==> src/rtl/vn3d_pkg.sv <==
// ----------------------------------------------------------------------------
// vn3d_pkg
// Shared types and fixed output widths for the 3d vector normalizer.
// ----------------------------------------------------------------------------
package vn3d_pkg;

    localparam int UNIT_W = 16;
    localparam int MAG_W  = 16;

    typedef struct packed {
        logic valid;
        logic neg_x;
        logic neg_y;
        logic neg_z;
    } t_flags;

endpackage

==> src/rtl/vn3d_div_cell.sv <==
// ----------------------------------------------------------------------------
// vn3d_div_cell
// One quotient bit for each of the three components, divided by the length
// with a restoring step.
// ----------------------------------------------------------------------------
module vn3d_div_cell #(
    parameter int CW    = 16,
    parameter int FB    = 14,
    parameter bit FIRST = 1'b0
) (
    input  logic                  i_clk,
    input  logic                  i_rst_n,
    input  logic                  i_en,
    input  vn3d_pkg::t_flags      i_flags,
    input  logic [CW-1:0]         i_mag,
    input  logic [2:0][CW:0]      i_rem,
    input  logic [2:0][FB:0]      i_q,
    output vn3d_pkg::t_flags      o_flags,
    output logic [CW-1:0]         o_mag,
    output logic [2:0][CW:0]      o_rem,
    output logic [2:0][FB:0]      o_q
);

    logic [2:0][CW:0] rs;
    logic [2:0]       ge;
    logic [2:0][CW:0] n_rem;
    logic [2:0][FB:0] n_q;

    vn3d_pkg::t_flags r_flags;
    logic [CW-1:0]    r_mag;
    logic [2:0][CW:0] r_rem;
    logic [2:0][FB:0] r_q;

    always_comb begin
        for (int k = 0; k < 3; k++) begin
            rs[k]    = FIRST ? i_rem[k] : {i_rem[k][CW-1:0], 1'b0};
            ge[k]    = (rs[k] >= {1'b0, i_mag});
            n_rem[k] = ge[k] ? (rs[k] - {1'b0, i_mag}) : rs[k];
            n_q[k]   = {i_q[k][FB-1:0], ge[k]};
        end
    end

    always_ff @(posedge i_clk) begin
        if (!i_rst_n) begin
            r_flags.valid <= 1'b0;
        end else if (i_en) begin
            r_flags.valid <= i_flags.valid;
        end
        if (i_en) begin
            r_flags.neg_x <= i_flags.neg_x;
            r_flags.neg_y <= i_flags.neg_y;
            r_flags.neg_z <= i_flags.neg_z;
            r_mag         <= i_mag;
            r_rem         <= n_rem;
            r_q           <= n_q;
        end
    end

    assign o_flags = r_flags;
    assign o_mag   = r_mag;
    assign o_rem   = r_rem;
    assign o_q     = r_q;

endmodule

==> config.mk <==
export PLATFORM = sky130hd
export DESIGN_NAME = vn3d_div_cell
export DESIGN_NICKNAME = d
export VERILOG_FILES = /design/src/rtl/vn3d_pkg.sv /design/src/rtl/vn3d_div_cell.sv
export SDC_FILE = /design/constraint.sdc
export NUM_CORES = 1
export LEC_CHECK = 0
export ABC_AREA = 1
export CAP_MARGIN = 20
export CORE_AREA = 3 3 178 180
export DETAILED_ROUTE_END_ITERATION = 6
export DIE_AREA = 0 0 181 183
export DONT_BUFFER_PORTS = 1
export HOLD_SLACK_MARGIN = 0.15
export PLACE_DENSITY = 0.39
export SLEW_MARGIN = 20
export SYNTH_ARGS = -nofsm -noshare
export SYNTH_HDL_FRONTEND = slang
export SYNTH_SLANG_ARGS = --single-unit
==> constraint.sdc <==
create_clock -name i_clk -period 1.95 [get_ports i_clk]
set_input_delay 0.4875 -clock i_clk [delete_from_list [all_inputs] [get_ports i_clk]]
set_output_delay 0.4875 -clock i_clk [all_outputs]
set_load 0.1 [all_outputs]
== After elaboration in Yosys (flattened, before gate mapping) ==
Cells that the tools add are included.
W data, S select, Z words.

* Register bits: 116
* Word-level logic and storage cells: 23
* Output and inout bits: 116

* $lt $le $gt $ge: 3
* Multiplexer cells: 3
* Add/sub/neg operators: 3

{| class="wikitable"
|+ Operators with widths
! operator !! number
|-
| $ge A17 B16 Y1 || 3
|-
| $mux W17 || 3
|-
| $sub A17 B16 Y17 || 3
|}

== Depth between registers and ports, before layout ==
* Word-level depth: 2
* Gate-level depth with buffers: 13

== Worst setup path after synthesis ==
OpenSTA, ideal clock, no wires.

* Kind: input to register
* From: in i_mag[8]
* To: reg r_rem (netlist bit o_rem[25]) (data pin)
* Path slack: -0.033 ns
* Arrival time: 1.731 ns
* Stages: 13
* Cell sequence: inv_1 -> ha_1 -> nand2_1 -> inv_1 -> nand2_1 -> nand2_1 -> inv_2 -> nand3_2 -> nand2_2 -> nand2_4 -> buf_6 -> nand2_1 -> nand2_1

{| class="wikitable"
|+ RTL lines
! element !! RTL line !! text
|-
| start, declared || vn3d_div_cell.sv:15 || <nowiki>input logic [CW-1:0] i_mag,</nowiki>
|-
| end signal, assigned || vn3d_div_cell.sv:54 || <nowiki>r_rem <= n_rem;</nowiki>
|-
| end, declared || vn3d_div_cell.sv:31 || <nowiki>logic [2:0][CW:0] r_rem;</nowiki>
|}

==> impl_results.html <==
<table>
<tr><th>Metric</th><th>Value</th></tr>
<tr><th colspan="2">Cells and area</th></tr>
<tr><td>Layout cell share with drive strength beyond 1</td><td>27.2%</td></tr>
<tr><td>Post-route insts no fill</td><td>1642</td></tr>
<tr><td>N_diodes</td><td>0</td></tr>
<tr><td>Number of nets in the final layout</td><td>1403</td></tr>
<tr><td>Multi-input logic area</td><td>3650 um2</td></tr>
<tr><td>Post-route cell area</td><td>11300 um2</td></tr>
<tr><td>Number of fill cells</td><td>3178</td></tr>
<tr><td>Area growth from synthesis to layout</td><td>50.1%</td></tr>
<tr><td>Commonest cells after routing, fill and taps aside</td><td>nand2_1 (339), buf_4 (235), inv_1 (143), edfxtp_1 (115), nand3_1 (80)</td></tr>
<tr><td>Area used by sequential logic in the layout</td><td>3470 um2</td></tr>
<tr><td>Most common cell after layout, fill and taps aside</td><td>nand2_1</td></tr>
<tr><th colspan="2">STA</th></tr>
<tr><td>Setup total negative slack</td><td>0 ns</td></tr>
<tr><td>Final setup violation count</td><td>0</td></tr>
<tr><td>Worst Hold Margin</td><td>0.187 ns</td></tr>
<tr><td>Post-layout min period</td><td>1.83 ns</td></tr>
<tr><td>Headroom to the max-slew limit</td><td>75.9%</td></tr>
<tr><td>Count of final max-slew check failures</td><td>0</td></tr>
<tr><td>Final number of hold-violating endpoints</td><td>0</td></tr>
<tr><td>RSZ-0062 raised after global routing</td><td>yes</td></tr>
<tr><td>Worst clock skew</td><td>0 ns</td></tr>
<tr><td>Highest achievable clock rate</td><td>0.548 GHz</td></tr>
<tr><td>Worst slew pin tran</td><td>0.361 ns</td></tr>
<tr><td>Part of the cycle the worst path needs</td><td>93.6%</td></tr>
<tr><th colspan="2">Clock network</th></tr>
<tr><td>Maximum root-to-sink buffer count</td><td>2</td></tr>
<tr><td>Clock-pin slew on the worst setup and hold paths</td><td>0.06 ns</td></tr>
<tr><td>Total number of clock tree sinks</td><td>116</td></tr>
<tr><td>Number of buffers created by CTS</td><td>17</td></tr>
<tr><td>Maximum level of the CTS H-tree</td><td>4</td></tr>
<tr><td>CTS tree</td><td>yes</td></tr>
<tr><td>Insertion delay to the later sink of the worst-skew pair</td><td>0.41 ns</td></tr>
<tr><td>Clock root buffer master</td><td>clkbuf_16</td></tr>
<tr><th colspan="2">Global route</th></tr>
<tr><td>Grt total ovfl</td><td>0</td></tr>
<tr><td>Vias in the first global route</td><td>7043</td></tr>
<tr><td>Largest net degree at the start of global routing</td><td>118</td></tr>
<tr><td>Wire length of the first global-routing pass</td><td>39.4 mm</td></tr>
<tr><td>Global router's overall resource usage</td><td>15.5%</td></tr>
<tr><td>Antenna violations before repair</td><td>0</td></tr>
<tr><th colspan="2">Critical path</th></tr>
<tr><td>Count of buffering cells on the critical path with inverters included</td><td>4</td></tr>
<tr><td>Highest net fanout along the worst path</td><td>15</td></tr>
<tr><td>Classification of the worst setup path</td><td>in -&gt; reg</td></tr>
<tr><td>Stage delay of the slowest cell on the critical path</td><td>0.38 ns</td></tr>
<tr><td>Data arrival at the endpoint of the critical path</td><td>2.00 ns</td></tr>
<tr><td>CP max stage cell</td><td>ha_1</td></tr>
<tr><td>Type of element launching the critical path</td><td>input pin</td></tr>
<tr><td>Data required time of the worst path</td><td>2.12 ns</td></tr>
<tr><td>Critical Path, Cell by Cell</td><td>inv_1 -&gt; buf_12 -&gt; ha_1 -&gt; nand2_1 -&gt; inv_1 -&gt; nand2_1 -&gt; nor2_1 -&gt; nand2_4 -&gt; buf_4 -&gt; nand3_1 -&gt; nand2_1</td></tr>
<tr><td>Critical path's most frequent cell</td><td>nand2_1</td></tr>
<tr><td>Delay-heaviest family, CP</td><td>simple AND/OR/NAND/NOR gates</td></tr>
<tr><td>Endpoint kind of the worst setup timing path</td><td>flip-flop</td></tr>
<tr><th colspan="2">Synthesis</th></tr>
<tr><td>Average cell area after synthesis</td><td>8.16 um2</td></tr>
<tr><td>Synth warnings</td><td>0</td></tr>
<tr><td>Syn nets</td><td>1092</td></tr>
<tr><td>Gate count after technology mapping</td><td>922</td></tr>
<tr><td>Share of synthesized area occupied by flip-flops and latches</td><td>46.2%</td></tr>
<tr><td>Count of state elements after synthesis</td><td>116</td></tr>
<tr><td>Distinct cells, synth</td><td>30</td></tr>
<tr><td>Post-synthesis cell area</td><td>7520 um2</td></tr>
<tr><th colspan="2">Detailed routing</th></tr>
<tr><td>Average detailed-routed wire length per instance</td><td>15.7 um</td></tr>
<tr><td>Final Routed Wirelength</td><td>25.8 mm</td></tr>
<tr><td># DRC</td><td>0</td></tr>
<tr><td>First-pass detailed-route iteration total</td><td>4</td></tr>
<tr><td>DR iter-0 viols</td><td>298</td></tr>
<tr><td>Vias</td><td>6905</td></tr>
<tr><td>Remaining antenna violation count</td><td>0</td></tr>
<tr><td>Detailed-route vias per instance</td><td>4.21</td></tr>
<tr><th colspan="2">Die</th></tr>
<tr><td>Std cell rows</td><td>64</td></tr>
<tr><td>Number of top-level design ports</td><td>235</td></tr>
<tr><td>Overall die height</td><td>183 um</td></tr>
<tr><td>Initial Util</td><td>24.8%</td></tr>
<tr><td>Area of the die</td><td>33100 um2</td></tr>
<tr><td>Die width</td><td>181 um</td></tr>
<tr><td>Core region area</td><td>30300 um2</td></tr>
<tr><th colspan="2">Placed design</th></tr>
<tr><td>Instance area after placement</td><td>9780 um2</td></tr>
<tr><td>Instance count after placement with tap cells included</td><td>1545</td></tr>
<tr><td>Post-DP HPWL</td><td>19.8 mm</td></tr>
<tr><td>Final GP Congestion</td><td>0.876</td></tr>
<tr><td>Port Buffers</td><td>0</td></tr>
<tr><th colspan="2">Pwr</th></tr>
<tr><td>Worst vdd ir</td><td>626 uV</td></tr>
<tr><td>Tot Pwr</td><td>0.0105 W</td></tr>
<tr><td>Cell leakage power</td><td>5.50 nW</td></tr>
<tr><td>P per Cell Area</td><td>934 nW/um2</td></tr>
<tr><th colspan="2">Outcome</th></tr>
<tr><td>Outcome</td><td>finished clean</td></tr>
<tr><th colspan="2">Job</th></tr>
<tr><td>Max_cap viols</td><td>0</td></tr>
<tr><th colspan="2">Min path</th></tr>
<tr><td>Kind of path behind the tightest hold check</td><td>in -&gt; reg</td></tr>
</table>
## metal layers
layer / up-vias / wire [um] / track usage, %
li1: 3591 / - / -
met1: 3104 / 11300 / 19.0
met2: 193 / 12300 / 26.9
met3: 17 / 1910 / 4.62
met4: 0 / 312 / 3.84
met5: - / 0 / 0
## synthesized netlist by cell type
master	count	area (um2)
inv_1	148	556
dfxtp_1	1	20.0
buf_8	1	15.0
and2_1	7	43.8
o21ai_0	10	50.1
xor2_1	16	140
nor3_1	5	25.0
nor2_4	4	45.0
nand3_2	6	60.1
or2_0	3	18.8
buf_4	3	22.5
nor2_2	2	12.5
nand2_4	3	33.8
buf_6	2	22.5
edfxtp_1	115	3450
nor2_1	42	158
or2_2	5	31.3
nand2_1	340	1280
nand4_1	7	43.8
nand3_1	81	405
buf_2	4	20.0
a21oi_1	31	155
xnor2_1	5	43.8
nand3b_1	16	120
fa_1	3	60.1
a21oi_2	1	8.76
o21ai_2	3	26.3
ha_1	48	601
nand2_2	7	43.8
inv_2	3	11.3
## through the flow
step	util [%]	setup slack (ns)
2_1_floorplan	-	-0.0303
6_report	37.2	0.125
3_5_place_dp	32.2	-0.393
3_3_place_gp	32.2	-0.401
4_1_cts	36.2	0.0821
5_1_grt	37.2	-0.0107
## sequential cells by signal, indices dropped and copies added (netlist names)
| register | flops |
|---|---|
| o_rem | 51 |
| o_q | 45 |
| o_mag | 16 |
| o_flags | 4 |
## worst paths after layout
path                    from         end  slack, ns  cells after the start
setup / recovery   i_mag[11]   o_rem[29]       0.12                     11
hold / removal          i_en     o_q[22]       0.19                      0
setup reg to reg  o_flags[3]  o_flags[3]       1.28                      2
hold reg to reg   o_flags[3]  o_flags[3]       0.59                      2
## kinds of logic after synthesis
group / count (synthesis) / synth area share, %
DFF: 116 / 46.2
buffers and inverters: 161 / 8.60
adders and majority gates: 51 / 8.78
xor gates and xnor gates: 21 / 2.45
and+or+nand+nor: 528 / 30.8
AOI/OAI and AO/OA: 45 / 3.19
## power by group
group | switching (W) | internal [W] | total [W]
clock | 0.00133 | 0.00192 | 0.00325
combinational | 0.00297 | 0.00117 | 0.00414
sequential | 0.0000770 | 0.00308 | 0.00316
total | 0.00438 | 0.00616 | 0.0105
## cell type report
type                       count  area share (%)
clock buffer                  17            3.77
timing repair buffer         302            22.1
clock inverter                15            1.51
tap                          396            4.39
inverter                     151            5.15
multi-input combinational    645            32.3
sequential                   116            30.8
## what timing repair did
action | CTS | global route
hold buffers | 61 | 0
gates resized for setup | 0 | 32
buffers inserted | 0 | 4
setup endpoints to repair | 0 | 37
hold endpoints to repair | 61 | 0
Note: power is estimated with default switching activity, not from simulation.
