<file path="config.mk">
export PLATFORM = sky130hd
export DESIGN_NAME = vn3d_sqrt_cell
export DESIGN_NICKNAME = d
export VERILOG_FILES = /design/src/rtl/vn3d_pkg.sv /design/src/rtl/vn3d_sqrt_cell.sv
export SDC_FILE = /design/constraint.sdc
export NUM_CORES = 1
export LEC_CHECK = 0
export BUFFER_PORTS_ARGS = -buffer_cell sky130_fd_sc_hd__buf_2
export CORE_MARGIN = 3
export CORE_UTILIZATION = 40
export CTS_BUF_LIST = sky130_fd_sc_hd__clkbuf_2
export DETAILED_ROUTE_END_ITERATION = 16
export GPL_ROUTABILITY_DRIVEN = 0
export PLACE_DENSITY_LB_ADDON = 0.25
export SYNTH_ARGS = -nofsm -noshare
export SYNTH_HDL_FRONTEND = slang
export SYNTH_SLANG_ARGS = --single-unit
</file>
<file path="constraint.sdc">
create_clock -name i_clk -period 6.4 [get_ports i_clk]
set_input_delay 0.32 -clock i_clk [delete_from_list [all_inputs] [get_ports i_clk]]
set_output_delay 0.32 -clock i_clk [all_outputs]
set_load 0.01 [all_outputs]
</file>
<file path="src/rtl/vn3d_pkg.sv">
// ----------------------------------------------------------------------------
// vn3d_pkg
// Shared types and fixed output widths for the 3d vector normalizer.
// ----------------------------------------------------------------------------
package vn3d_pkg;

    localparam int UNIT_W = 16;
    localparam int MAG_W  = 16;

    typedef struct packed {
        logic valid;
        logic neg_x;
        logic neg_y;
        logic neg_z;
    } t_flags;

endpackage

</file>
<file path="src/rtl/vn3d_sqrt_cell.sv">
// ----------------------------------------------------------------------------
// vn3d_sqrt_cell
// One digit of the integer square root: takes two radicand bits, settles one
// root bit and hands the partial result to the next cell.
// ----------------------------------------------------------------------------
module vn3d_sqrt_cell #(
    parameter int CW     = 16,
    parameter int SIDE_W = 48
) (
    input  logic                  i_clk,
    input  logic                  i_rst_n,
    input  logic                  i_en,
    input  vn3d_pkg::t_flags      i_flags,
    input  logic [2*CW-1:0]       i_rad,
    input  logic [CW+1:0]         i_rem,
    input  logic [CW-1:0]         i_root,
    input  logic [SIDE_W-1:0]     i_side,
    output vn3d_pkg::t_flags      o_flags,
    output logic [2*CW-1:0]       o_rad,
    output logic [CW+1:0]         o_rem,
    output logic [CW-1:0]         o_root,
    output logic [SIDE_W-1:0]     o_side
);

    logic [CW+1:0] rem_sh;
    logic [CW+1:0] trial;
    logic          ge;

    vn3d_pkg::t_flags    r_flags;
    logic [2*CW-1:0]     r_rad;
    logic [CW+1:0]       r_rem;
    logic [CW-1:0]       r_root;
    logic [SIDE_W-1:0]   r_side;

    assign rem_sh = {i_rem[CW-1:0], i_rad[2*CW-1 -: 2]};
    assign trial  = {i_root, 2'b01};
    assign ge     = (rem_sh >= trial);

    always_ff @(posedge i_clk) begin
        if (!i_rst_n) begin
            r_flags.valid <= 1'b0;
        end else if (i_en) begin
            r_flags.valid <= i_flags.valid;
        end
        if (i_en) begin
            r_flags.neg_x <= i_flags.neg_x;
            r_flags.neg_y <= i_flags.neg_y;
            r_flags.neg_z <= i_flags.neg_z;
            r_rad         <= {i_rad[2*CW-3:0], 2'b00};
            r_rem         <= ge ? (rem_sh - trial) : rem_sh;
            r_root        <= {i_root[CW-2:0], ge};
            r_side        <= i_side;
        end
    end

    assign o_flags = r_flags;
    assign o_rad   = r_rad;
    assign o_rem   = r_rem;
    assign o_root  = r_root;
    assign o_side  = r_side;

endmodule

</file>
Word-level counts from Yosys, hierarchy flattened
Cells that the tools add are included.
{"block": "totals", "memories": 0, "inputBits": 121, "ff_bits": 116, "mem_bits_rw": 0, "word_cells": 11, "latch_bits": 0, "rom_bits": 0, "out_inout_bits": 118}
{"block": "classes", "mux": 1, "n_eq_ne": 0, "bitwise_logic": 0, "magnitude_cmp": 1, "reduce_logical": 0, "n_div": 0, "n_shift": 0, "n_addsub": 1, "n_mul": 0}
{"cell": "$ge 18x18->1", "n": 1}
{"cell": "$mux 18", "n": 1}
{"cell": "$sub 18x18->18", "n": 1}

Longest topological paths before layout
Gate-level depths: netlist (run 1).
{"block": "logic_depth", "ltp_word": 2, "mapped_depth": 10, "mapped_depth_nobuf": 8}

Worst setup path after synthesis (run 1)
No wires, ideal clock.
{"block": "synth_timing", "path_type": "in2reg", "startpoint": "in i_root[1]", "endpoint": "reg r_rem[10] (netlist: o_rem[10]), data pin", "arrival_ns": 2.073, "setup_slack_ns": 4.067, "n_path_buf": 1, "cell_stages": 9, "path_cell_list": "inv_1 ha_1 o211ai_1 a21oi_2 o21ai_2 a21oi_4 a31oi_4 buf_6 mux2_4"}
{"block": "synth_via", "elab_chain_cells": 2}
{"item": "from (decl)", "line_no": "vn3d_sqrt_cell.sv:16", "text": "input logic [CW-1:0] i_root,"}
{"item": "$sub 18x18->18 or $ge 18x18->1 (tied branches)", "line_no": "vn3d_sqrt_cell.sv:50, vn3d_sqrt_cell.sv:37"}
{"item": "$mux 18 (*)", "line_no": "vn3d_sqrt_cell.sv:50", "text": "r_rem <= ge ? (rem_sh - trial) : rem_sh;"}
{"item": "to (signal assigned)", "line_no": "vn3d_sqrt_cell.sv:50"}
{"item": "to (decl)", "line_no": "vn3d_sqrt_cell.sv:31", "text": "logic [CW+1:0] r_rem;"}
Every way passes the cells marked *; elsewhere a longest branch is shown, timed or not.
A chain may end at the register's enable or synchronous reset.

Worst setup path after layout (run 1)
{"block": "layout_timing", "startpoint": "in i_rem[1]", "endpoint": "reg r_rem[4] (netlist: o_rem[4]), data pin"}
{"block": "layout_via", "elab_chain_cells": 2}
{"item": "from (decl)", "line_no": "vn3d_sqrt_cell.sv:15", "text": "input logic [CW+1:0] i_rem,"}
{"item": "$sub 18x18->18 or $ge 18x18->1 (tied branches)", "line_no": "vn3d_sqrt_cell.sv:50, vn3d_sqrt_cell.sv:37"}
{"item": "$mux 18 (*)", "line_no": "vn3d_sqrt_cell.sv:50"}
Marked as above.

==> impl_summary.md, run 1 <==
Timing
The relative slew slack is between 40% and 50%. The count of endpoints failing hold in the final timing report is 0. The final number of setup-violating endpoints is 0. The slew at the pin closest to its max-slew limit is 0.8686 ns. On the final layout, the worst clock skew is 0 ns.

The worst path setup slack after routing is ~3.7 ns. The final clock period utilization by the worst path is 42.92%. Setup repair after global routing left no endpoint under its margin. The number of max-slew violations in the final report is 0. The routed design could run at a clock period as short as 2.747 ns. The maximum frequency from static timing analysis is around 360 MHz. The tightest hold path in the finished design has a slack of 0.07349 ns. The final total negative setup slack is 0 ns.

Worst setup path
The top cell family by delay on the critical path is compound AO/OA/AOI/OAI gates. The critical path endpoint category is a flop. The largest single stage delay on the critical path is 0.68 ns. Along the worst path, the maximum fanout reaches 18. The slowest stage of the critical path belongs to the cell a31oi_4. Counting buffers and inverters, the worst setup path is 9 cells deep. The sort of element at the start of the critical path is a primary input.

The category of the critical setup timing path is in -> reg. The number of cells on the worst reg-to-reg path is 3. At the worst endpoint, the required time is 6.83 ns.

Data arrives at the worst endpoint at 3.17 ns. The critical path contains buffers and inverters numbering 2 combined. Traced cell by cell, the critical path runs through dlygate4sd3_1 > buf_2 > ha_1 > o211ai_1 > a21oi_2 > o21ai_2 > a21oi_4 > a31oi_4 > mux2_2.

Global route
The via count of the first global-routing pass is 3932. The number of antenna violations at the first check in global routing is 0. The aggregate global-route resource usage is 20.16%. Summed over all layers, the global routing overflow is 0. The first global-routing pass estimated approximately 20000 um of wire. The maximum number of pins on one net before global-route repair is between 70 and 80.

Power
The completed layout was analyzed and its total power is 1.769 mW. The power per cell area is ~240 nW/um2. The worst ir drop on vdd is 121.4 uV. For this design the static power due to leakage is between 3 and 4 nW.

Detailed routing
Across all layers, the routed design uses about 3900 vias. The final routed wirelength across all metal layers is 13660 um. The count of nets left with antenna violations after detail routing is 0. The average detailed-routed wire length per instance is 16.87 um. The number of DRC violations after detailed-routing iteration 0 is 240.

The post-detailed-route via-to-cell ratio is 4.760. The number of optimization iterations in the first detailed-route pass is 4. The number of remaining DRC errors is 0.

Finish
The fraction of layout instances using a drive strength above 1 is 43.78%. The relative area change from synthesis to final layout is 56.45%. In the final design database the tool counted 794 nets.

The repair_antennas step left the layout with diodes totalling 0. Summing all multi-input logic gate instances after layout gives 1196 um2. The core occupancy in the finished layout is 64.86%. The fill cell instance count of the final layout is slightly below 900. The sequential cells in the finished layout cover a total of 3473 um2.

Synth
In this run, synthesis produced a sequential element count of 116. Ranked by total cell area, the synthesized netlist is headed by edfxtp_1, ha_1, mux2_4, mux2_2, inv_1. Synthesis instantiated 47 different standard cells from the library. The count of flip-flops with a built-in enable after synthesis is approximately 120. Yosys instantiated no cell more often than edfxtp_1. The cell accounting for the most synthesized area is edfxtp_1.

The dominant synthesized flop cell is edfxtp_1. The share of synthesized area in the top cell type comes to 72.03%. By count the netlist is led by edfxtp_1, inv_1, ha_1, nor2_1, a21oi_1. The count of mapped cells out of synthesis is 290.

Of all flip-flops after synthesis, the portion carrying an async set or reset was 0%. Summing every instance area after synthesis gives 4795 um2. The post-synthesis area per instance is 16.53 um2. The share of the Yosys chip area taken by registers is 72.44%. The synthesis warning total is 0.

CTS
In this run the deepest clock path goes through 2 buffers. The clock network latency to the later pin of the worst-skew pair is between 0.6 and 0.7 ns. After clock tree synthesis, the clock-pin slew on the worst setup and hold paths is 0.17 ns. The clock tree from TritonCTS is built. Clock tree synthesis found a total of 116 sinks.

Post-CTS timing repair inserted 0 buffers for setup. The tree is rooted in a clkbuf_2. The number of CTS-inserted buffers is 17. The number of hold buffers added after cts is 115. The level count of the clock H-tree is 4. The post-cts repair resize count is 0.

Floorplan
The area inside the core boundary is 11560 um2. The starting density of the core is 41.46%. The number of top-level pins is 239. The die is 115.5 um wide. From bottom edge to top edge, the die measures roughly 120 um. The row count is 39.

The die footprint is 13340 um2.

Hold path
The class of the most critical hold timing path is in -> reg. The cell depth of the worst hold path is 3.

Place
At the placement stage, the worst setup path has a slack of approximately 3.5 ns. The wire-length estimate of the detail-placed layout is 9004 um. In this run the tool buffered the top-level ports with approximately 230 buffer cells.

Run
The number of violations of the max-capacitance limit is 0.

Outcome
The run finished with clean final reports.
## metrics by stage
stage | cell area (um2) | cells
6_report | 7501 | 810
5_1_grt | 7501 | 810
4_1_cts | 7501 | 810
3_5_place_dp | 6116 | 664
3_3_place_gp | 6116 | 664
2_1_floorplan | 4798 | 291
## sequential cells by signal, summed over array words and instances, names as in the netlist
register  count
o_root       16
o_rem        18
o_rad        30
o_side       48
o_flags       4
## cells by family (layout without fill, tap and decap cells)
group	count (synthesis)	after routing	synth area share [%]
flip-flops	116	116	72.44
AO/OA/AOI/OAI	51	51	7.959
AND/OR/NAND/NOR	45	45	5.037
buffers and inverters	28	404	2.688
adder cells (fa/ha/maj)	18	18	4.697
multiplexers	18	18	4.723
XOR/XNOR	13	13	2.375
other	1	2	0.07821
## cell type report
type,instances,area share [%]
sequential,116,46.31
clock inverter,12,1.852
inverter,23,1.151
timing repair buffer,350,31.09
multi-input combinational,147,15.95
tap,143,2.385
clock buffer,19,1.268
## worst paths after layout
check                                 from    endpoint  slack, ns
worst max register to register  o_flags[3]  o_flags[3]       5.19
worst min-delay path             i_rad[31]    o_rem[1]       0.07
worst max-delay path              i_rem[1]    o_rem[4]       3.65
worst min register to register  o_flags[3]  o_flags[3]       1.13
## layer usage
layer | vias up | routed length [um] | GRT usage [%]
li1 | 1838 | - | -
met1 | 1818 | 5027 | 21.68
met2 | 176 | 7127 | 36.03
met3 | 24 | 1197 | 7.311
met4 | 0 | 311 | 8.059
met5 | - | 0 | 0
## where the power goes
group / switching, mW / internal (mW) / total [mW]
sequential: 0.0178 / 0.913 / 0.931
clock: 0.266 / 0.212 / 0.479
combinational: 0.179 / 0.180 / 0.360
## cell usage in the layout (no fill, tap or decap), types with 3 or more instances in the layout
cell type,instances
clkinv_2,3
a21o_1,3
a21oi_1,12
clkinvlp_4,3
nand2b_1,3
xor2_1,6
nand3_1,3
clkbuf_2,19
and4_1,3
nor3_1,5
nand2_1,10
dlygate4sd3_1,115
buf_2,233
mux2_2,9
bufinv_16,3
xnor2_1,7
o21ai_0,9
a31oi_1,3
clkinv_1,3
edfxtp_1,115
a21oi_2,4
ha_1,18
mux2_4,7
inv_1,23
nor2_1,13
## tightest hold or removal path, delay by kind of cell
kind,cells,cell delay (ns)
muxes,1,0.13
buffers and inverters,2,0.16
No activity file was read; power rests on OpenSTA's default activity.
==> run 2, diff against run 1 <==
--- a/config.mk
+++ b/config.mk
@@ -5,6 +5,7 @@
 export SDC_FILE = /design/constraint.sdc
 export NUM_CORES = 1
 export LEC_CHECK = 0
+export ABC_AREA = 1
 export BUFFER_PORTS_ARGS = -buffer_cell sky130_fd_sc_hd__buf_2
 export CORE_MARGIN = 3
 export CORE_UTILIZATION = 40
==> constraint.sdc (replaced) <==
create_clock -name i_clk -period 2.5 [get_ports i_clk]
set_input_delay 0.125 -clock i_clk [delete_from_list [all_inputs] [get_ports i_clk]]
set_output_delay 0.125 -clock i_clk [all_outputs]
set_load 0.01 [all_outputs]
==> run 2 against run 1 <==
- sequential share of layout area down 0.88 points
- highest routed layer unchanged
- critical endpoint is now o_rem[3]
- setup slack worse by 3.5 ns
- clock power rose to 2.9 times the previous value
- final cell count up 14%
- cell area up 1.9%
- sequential power rose to 2.6 times the previous value
- clock skew unchanged
- register-to-register slack worse by 3.9 ns
==> impl_summary.md, run 2 <==
Outcome
The run finished with clean final reports.

Timing
Clock skew on the completed layout was measured at 0 ns. The number of max-slew violations in the final report came to 0. Setup slack closes at 0.1421 ns.

The maximum frequency from static timing analysis is 424.1 MHz. The final total negative setup slack is 0 ns. The final number of setup-violating endpoints is 0. In the finished design, the share of the clock period the worst path needs comes to a little over nine tenths.

The count of endpoints failing hold in the final timing report is 0. The routed design could run at a clock period as short as between 2 and 2.5 ns. Setup repair after global routing left no endpoint under its margin.

Synth
Of all cell types, the one taking the most synthesized area is edfxtp_1. Sequential cells were found to cover between 70% and 80% of the synthesized design area. After synthesis the netlist holds a flip-flop and latch count of 116. After synthesis, the cell types taking the most area are edfxtp_1, nand2_1, ha_1, inv_1, nand3_1. In this run, synthesis inferred 115 flip-flops with an integrated enable. The adder-cell share of the synthesized area is 4.660%. Counting instances in the post-synthesis netlist gives the leading cell types as nand2_1, edfxtp_1, inv_1, ha_1, nand3_1. Yosys printed 0 warnings. Among all cell types in the netlist, the one instantiated most often is nand2_1.

The count of cell types in the netlist is 22. Summing the areas of all and, or, nand and nor instances in the mapped netlist gives 14.19% of the synthesized area. The dominant synthesized flop cell is edfxtp_1.

The mux share of post-synthesis cell area is 0%. Counting every instance in the synthesized netlist gives 396. The synthesized-area fraction occupied by ao, oa, aoi and oai cells is 2.382%. The proportion of synthesized flip-flops having asynchronous set or reset is 0%. Summing the areas of all xor and xnor instances in the mapped netlist gives 1.631% of the synthesized area. A synthesized cell averages 12.21 um2. The top cell type by area accounts for 71.45% of the synthesized area. By area, the combinational part of the netlist is dominated by simple AND/OR/NAND/NOR gates. The summed instance area of the synthesized netlist is 4833 um2.

Worst setup path
The sort of element at the start of the critical path is a primary input. The register-to-register setup slack is approximately 1.3 ns. At the worst endpoint, the required time is 2.94 ns. The arrival time of the worst setup path is 2.79 ns. The worst setup path is captured at a flop. Of all nets on the critical path, the largest fanout is 17.

The worst flop-to-flop path startpoint is o_flags[3]. For the worst flop-to-flop path, the logic depth is 3. By startpoint and endpoint, the worst setup path is classified as in -> reg. The endpoint identified for the worst register-to-register timing path is o_flags[3].

CTS
In this run the number of H-tree levels came out at 4. TritonCTS built the clock tree. The TritonCTS sink count is 116. TritonCTS created 17 clock buffers.

The master cell of the clock root buffer is clkbuf_2. The clock-pin slew reported for the worst setup and hold paths after clock tree synthesis is ~0.18 ns. The clock network latency to the later pin of the worst-skew pair is approximately 0.64 ns. No sink is reached through more buffers than the 2 on the longest clock path.

Detailed routing
The post-detailed-route via-to-cell ratio is 4.581. Once detail routing completed, the nets flagged for antenna violations numbered 0. After detailed routing, the average wire length per cell comes to roughly 16 um. For this run, the detailed router's first-pass iteration total came to 7. The number of remaining DRC errors is 0. Detailed routing inserted a total of about 4200 vias. The final routed wirelength across all metal layers is 14830 um.

After the first detailed-routing iteration, the DRC count stood at 261.

Power
The relative contribution of sequential cells to total power is about 51%. The relative contribution of the clock network to total power is 29.7%. The internal portion of the total power is 3.410 mW. In this run switching power makes up 27.12% of total power. The power per cell area is 612.0 nW/um2. The power share of the combinational group is 19.4%. For this design the static power due to leakage is 3.654 nW.

The total power is 4.679 mW. VDD sags by at most 363.8 uV. The net load switching power is 1.269 mW.

Finish
Of the cells placed in the final design, the portion with a size suffix greater than 1 is 35.04%. The final layout contains 905 nets. The commonest non-fill, non-tap cell in the layout is buf_2. The area of all placed cells without fillers is around 7600 um2. The register with the most flip-flops in the layout has 48 of them. Leaving out fill and tap cells, the most frequent cells in the layout are buf_2, nand2_1, dlygate4sd3_1. The relative area change from synthesis to final layout is 58.19%.

Global route
The number of antenna violations at the first check in global routing is 2. The via count of the first global-routing pass is 4306. Entering global routing, the biggest net connects 62 pins. The total grt overflow is 0. The first global-routing pass estimated 21770 um of wire. Across every metal layer, demand over resource in global routing totals 21.77%.

Hold path
In this run the worst hold path is classified as in -> reg. The end point of the worst hold path is o_rem[17]. The cell depth of the worst hold path is 6. The start point of the worst hold path is i_root[15].

Floorplan
Measured along the x axis, the die boundary spans 115.9 um. The die footprint is about 13000 um2. The starting density of the core is 41.62%. 239 I/O pins were placed. The row count is 39.

The total area inside the core boundary comes to 11610 um2. The vertical die dimension is 115.9 um.

Place
The cell area after placement is a little over 6000 um2. The final HPWL from detailed placement is 9634 um. OpenSTA, run right after detailed placement, puts the worst setup slack at 0.4648 ns. The number of buffer cells added on primary ports is between 200 and 250.

Run
The number of violations of the max-capacitance limit is 0.
[run 2: cell count changes in the layout (fill, tap and decap cells not counted), sizes merged, moves of 3 or more]
cell / delta
dlygate4sd3: +3
a21o: -3
nand3b: +3
nor3: -4
nand2b: -3
xnor2: -6
nand2: +118
o21ai: -3
and4: -3
inv: +35
nand3: +12
a31oi: -4
mux2: -16
[run 2: per-stage QoR]
stage	util, %	instances	hold slack, ns
global placement	53.24	772	0.3014
finish	65.84	924	0.1559
global route	65.84	924	0.06279
detailed placement	53.24	772	0.3033
CTS	65.77	922	0.05193
floorplan	-	397	0.2185
[run 2: layout make-up]
type                            count  area, um2
Antenna cell                        2      5.005
Timing Repair Buffer              355       2390
Fill cell                         906       3968
Tap cell                          143      178.9
Inverter                           56      212.7
Clock buffer                       18      90.09
Sequential cell                   116       3473
Multi-Input combinational cell    220       1112
Clock inverter                     14      183.9
[run 2: how the worst max path moves through the flow]
stage	cells after the start	endpoint	from	slack (ns)
after detailed placement	12	o_rem[14]	i_root[11]	0.46
final	15	o_rem[3]	i_root[7]	0.14
after global routing	16	o_rem[3]	i_root[7]	0.004
after floorplan	13	o_rem[16]	i_root[7]	0.91
after CTS	15	o_rem[3]	i_root[7]	0.19
after global placement	12	o_rem[14]	i_root[11]	0.47
[run 2: logic make-up after synthesis]
| logic type | count (synthesis) |
|---|---|
| other cells | 1 |
| compound gates | 23 |
| flops | 116 |
| simple gates | 168 |
| xor+xnor | 9 |
| buf+inv | 61 |
| fa+ha+maj | 18 |
[run 2: per-layer routing]
metal | GRT usage (%) | wire length [um] | vias up
li1 | - | - | 2073
met1 | 22.52 | 5349 | 1956
met2 | 40.51 | 7965 | 180
met3 | 6.475 | 1179 | 24
met4 | 9.513 | 337 | 0
met5 | 0 | 0 | -
[run 2: timing repair]
action / in CTS / in global routing
setup buffers: 0 / 0
endpoints found under the hold margin: 142 / 0
hold buffers: 118 / 0
gates resized for setup: 0 / 2
endpoints found under the setup margin: 0 / 1
[run 2: power groups by stage]
stage | clock network (mW) | registers [mW] | logic, mW
after floorplan | 0 | 2.52 | 0.273
after global placement | 0 | 2.41 | 0.739
after detailed placement | 0 | 2.42 | 0.748
after CTS | 1.43 | 2.38 | 0.902
after global routing | 1.53 | 2.40 | 1.00
final | 1.39 | 2.38 | 0.907
[run 2: worst max-delay path, cell delays in order]
cell	delay, ns
dlygate4sd3_1	0.57
buf_2	0.14
inv_1	0.04
ha_1	0.33
nand2_1	0.10
nor2_1	0.14
and2_1	0.14
nand2_1	0.06
nand2_1	0.09
nand2_1	0.07
nand2_2	0.18
inv_4	0.14
nand2_1	0.08
nand2_1	0.04
dlygate4sd3_1	0.54
==> run 3, diff against run 2 <==
--- a/config.mk
+++ b/config.mk
@@ -7,6 +7,8 @@
 export LEC_CHECK = 0
 export ABC_AREA = 1
 export BUFFER_PORTS_ARGS = -buffer_cell sky130_fd_sc_hd__buf_2
+export CAP_MARGIN = 10
+export CORE_ASPECT_RATIO = 1.5
 export CORE_MARGIN = 3
 export CORE_UTILIZATION = 40
 export CTS_BUF_LIST = sky130_fd_sc_hd__clkbuf_2
==> constraint.sdc (replaced) <==
create_clock -name i_clk -period 2.5 [get_ports i_clk]
set_input_delay 0.125 -clock i_clk [delete_from_list [all_inputs] [get_ports i_clk]]
set_output_delay 0.125 -clock i_clk [all_outputs]
set_load 0.005 [all_outputs]
==> run 3 against run 2 <==
- sequential cell count did not move
- global-route usage rose by 0.81 points
- combinational power fell by 7.2%
- first-iteration DRC count fell by 28%
- sequential share of layout area rose by 0.15 points
- clock power fell by 11%
- maximum frequency rose by 28%
- via count fell by 0.24%
- non-clock buffer count rose by 1
- largest cell class unchanged
==> impl_summary.md, run 3 (same netlist as run 2, synthesis figures left out) <==
Outcome
The run finished with clean final reports.

Timing
The post-route minimum period is 1.844 ns. Adding up every negative setup slack in the final design gives 0 ns. Setup repair after global routing left no endpoint under its margin. Setup slack closes at 0.6560 ns. Hold timing on the final database bottoms out at a slack of roughly 0.16 ns.

The number of max-slew violations in the final report is 0. The final critical path takes up 73.76% of the cycle. Static timing analysis puts the maximum clock frequency at 542.3 MHz.

The final clock skew is 0 ns. The count of endpoints failing hold in the final timing report is 0. The final number of setup-violating endpoints is 0.

Power
Internal power comes to 3.219 mW. The relative contribution of sequential cells to total power is a little over half. The worst-case IR drop observed on VDD is 236.9 uV. The net load switching power is 1.241 mW. The static power due to leakage is 3.637 nW. Power comes to around 4.5 mW. The relative contribution of the clock network to total power is 27.8%.

The switching part of the total is 27.82%. Per report_power, the combinational group accounts for 18.9% of the total. Power spread over the standard cell area amounts to 585.2 nW/um2.

Global route
The aggregate global-route resource usage is a little under a quarter. The via count of the first global-routing pass was 4557. The maximum number of pins on one net before global-route repair is 44. The first global-routing pass estimated 22390 um of wire. The total grt overflow is 0. The number of antenna violations at the first check in global routing came to 0.

Finish
The area of all placed cells without fillers is 7621 um2. The fraction of layout instances using a drive strength above 1 is 35.51%. The total inserted antenna cells is 0. For this run, the post-layout net count is between 900 and 1000. The finished layout holds 930 standard cells, fillers aside. The library cell used most frequently in the layout, excluding fill and tap cells, is buf_2.

The layout has 928 filler cells. Cells fill 65.41% of the core in the end. The flip-flop count of the largest register after layout is 48. The relative area change from synthesis to final layout is 57.68%.

The library cells used most frequently in the layout, excluding fill and tap cells, are buf_2, nand2_1, dlygate4sd3_1.

Place
Detailed placement ended at an HPWL of roughly 10000 um. The cell area after placement is 6207 um2. Once placement completed, the tool counted placed cells totaling slightly below 800.

The number of buffer cells added on primary ports is roughly 230. The worst setup slack before clock tree synthesis is between 0.5 and 0.6 ns.

Hold path
The cell depth of the worst hold path is 6. The tightest min-delay check is of the in -> reg type. The worst hold path begins at i_root[15]. The path with the worst hold slack has its endpoint at o_rem[17].

Floorplan
The vertical die dimension is 140.6 um. The floorplan has 48 rows. The initial utilization of the core area, before any placement, comes to between 40% and 50%. For this design the top-level I/O count stands at between 200 and 250. The floorplan step defined a die boundary enclosing 13470 um2. The area inside the core boundary is between 10000 and 15000 um2. The floorplan step set the die width to 95.76 um.

CTS
Clock tree synthesis selected as its root buffer the cell clkbuf_2. TritonCTS built the clock tree. For the worst-skew pair, the clock arrives at the later sink with an insertion delay of slightly above 0.6 ns.

The number of CTS-inserted buffers is 17. The count of buffers added by post-CTS timing repair for setup is 0. Clock tree synthesis found a total of 116 sinks.

The H-tree generated during clock tree synthesis spans 4 levels. Once the clock tree was built, the resizer swapped 0 gates to a different size. No sink is reached through more buffers than the 2 on the longest clock path. The clock-pin slew reported for the worst setup and hold paths after clock tree synthesis is 0.20 ns.

Worst setup path
The worst endpoint required time is around 2.9 ns. In this run the worst path has a maximum fanout of 13. The worst register-to-register path has a depth of 3. In this run the critical register-to-register path is launched from o_flags[3]. The category of the critical setup timing path is in -> reg. Setup slack on the worst reg-to-reg path comes out at 1.27 ns.

In this run the critical register-to-register path is captured at o_flags[3]. STA classifies the critical path startpoint as a primary input. At the worst endpoint, the arrival time is roughly 2.3 ns. The critical path endpoint category is a flop.

Run
The number of violations of the max-capacitance limit is 0.

Detailed routing
The number of DRC violations after detailed-routing iteration 0 is 188. Once detail routing completed, the nets flagged for antenna violations numbered 0. In the routed layout, each cell is associated on average with a via count of 4.541. The final routed wirelength across all metal layers is 14940 um. The total number of vias is 4223.

Before antenna repair, the detailed router went through 4 iterations. The number of remaining DRC errors is 0. After detailed routing, the average wire length per cell comes to 16.07 um.
[run 3: worst max path at each step]
stage | startpoint | end | slack, ns | cells after the start
after floorplan | i_root[7] | o_rem[16] | 0.91 | 13
after global placement | i_root[11] | o_rem[14] | 0.55 | 12
after detailed placement | i_root[11] | o_rem[14] | 0.53 | 12
after CTS | i_root[7] | o_rem[6] | 0.72 | 15
after global routing | i_rem[11] | o_rem[6] | 0.56 | 12
final | i_root[7] | o_rem[14] | 0.66 | 15
[run 3: critical path: stages]
cell and delay, ns:
dlygate4sd3_1 0.56, buf_2 0.12, inv_1 0.05, ha_1 0.33, nand2_1 0.13, inv_1 0.05
nand2_1 0.06, nand2_1 0.06, a21oi_1 0.16, nand2_1 0.09, nand2_1 0.08, nand2_2 0.07
buf_4 0.19, nand3_1 0.12, nand2_1 0.06
[run 3: what timing repair did]
action	CTS	global route
endpoints found under the setup margin	0	0
hold buffers	117	0
hold endpoints to repair	149	0
[run 3: layout make-up]
cell class | instances | area [um2] | area share [%]
Timing Repair Buffer | 356 | 2395 | 31.42
Clock buffer | 18 | 90.09 | 1.182
Sequential cell | 116 | 3473 | 45.58
Clock inverter | 14 | 152.6 | 2.003
Tap cell | 150 | 187.7 | 2.463
Inverter | 56 | 210.2 | 2.758
Multi-Input combinational cell | 220 | 1112 | 14.60
[run 3: power by group through the flow]
stage / Combinational [mW] / Sequential, mW / Clock, mW
after floorplan: 0.273 / 2.45 / 0
after global placement: 0.678 / 2.41 / 0
after detailed placement: 0.688 / 2.42 / 0
after CTS: 0.841 / 2.38 / 1.28
after global routing: 0.938 / 2.40 / 1.38
final: 0.842 / 2.38 / 1.24
[run 3: per-layer routing]
metal  vias up  global-route usage [%]  share of wire (%)
li1       2068                       -                  -
met1      1942                   21.11                 34
met2       189                   42.89                 55
met3        24                   7.848                8.8
met4         0                   9.070                2.2
met5         -                       0                  0
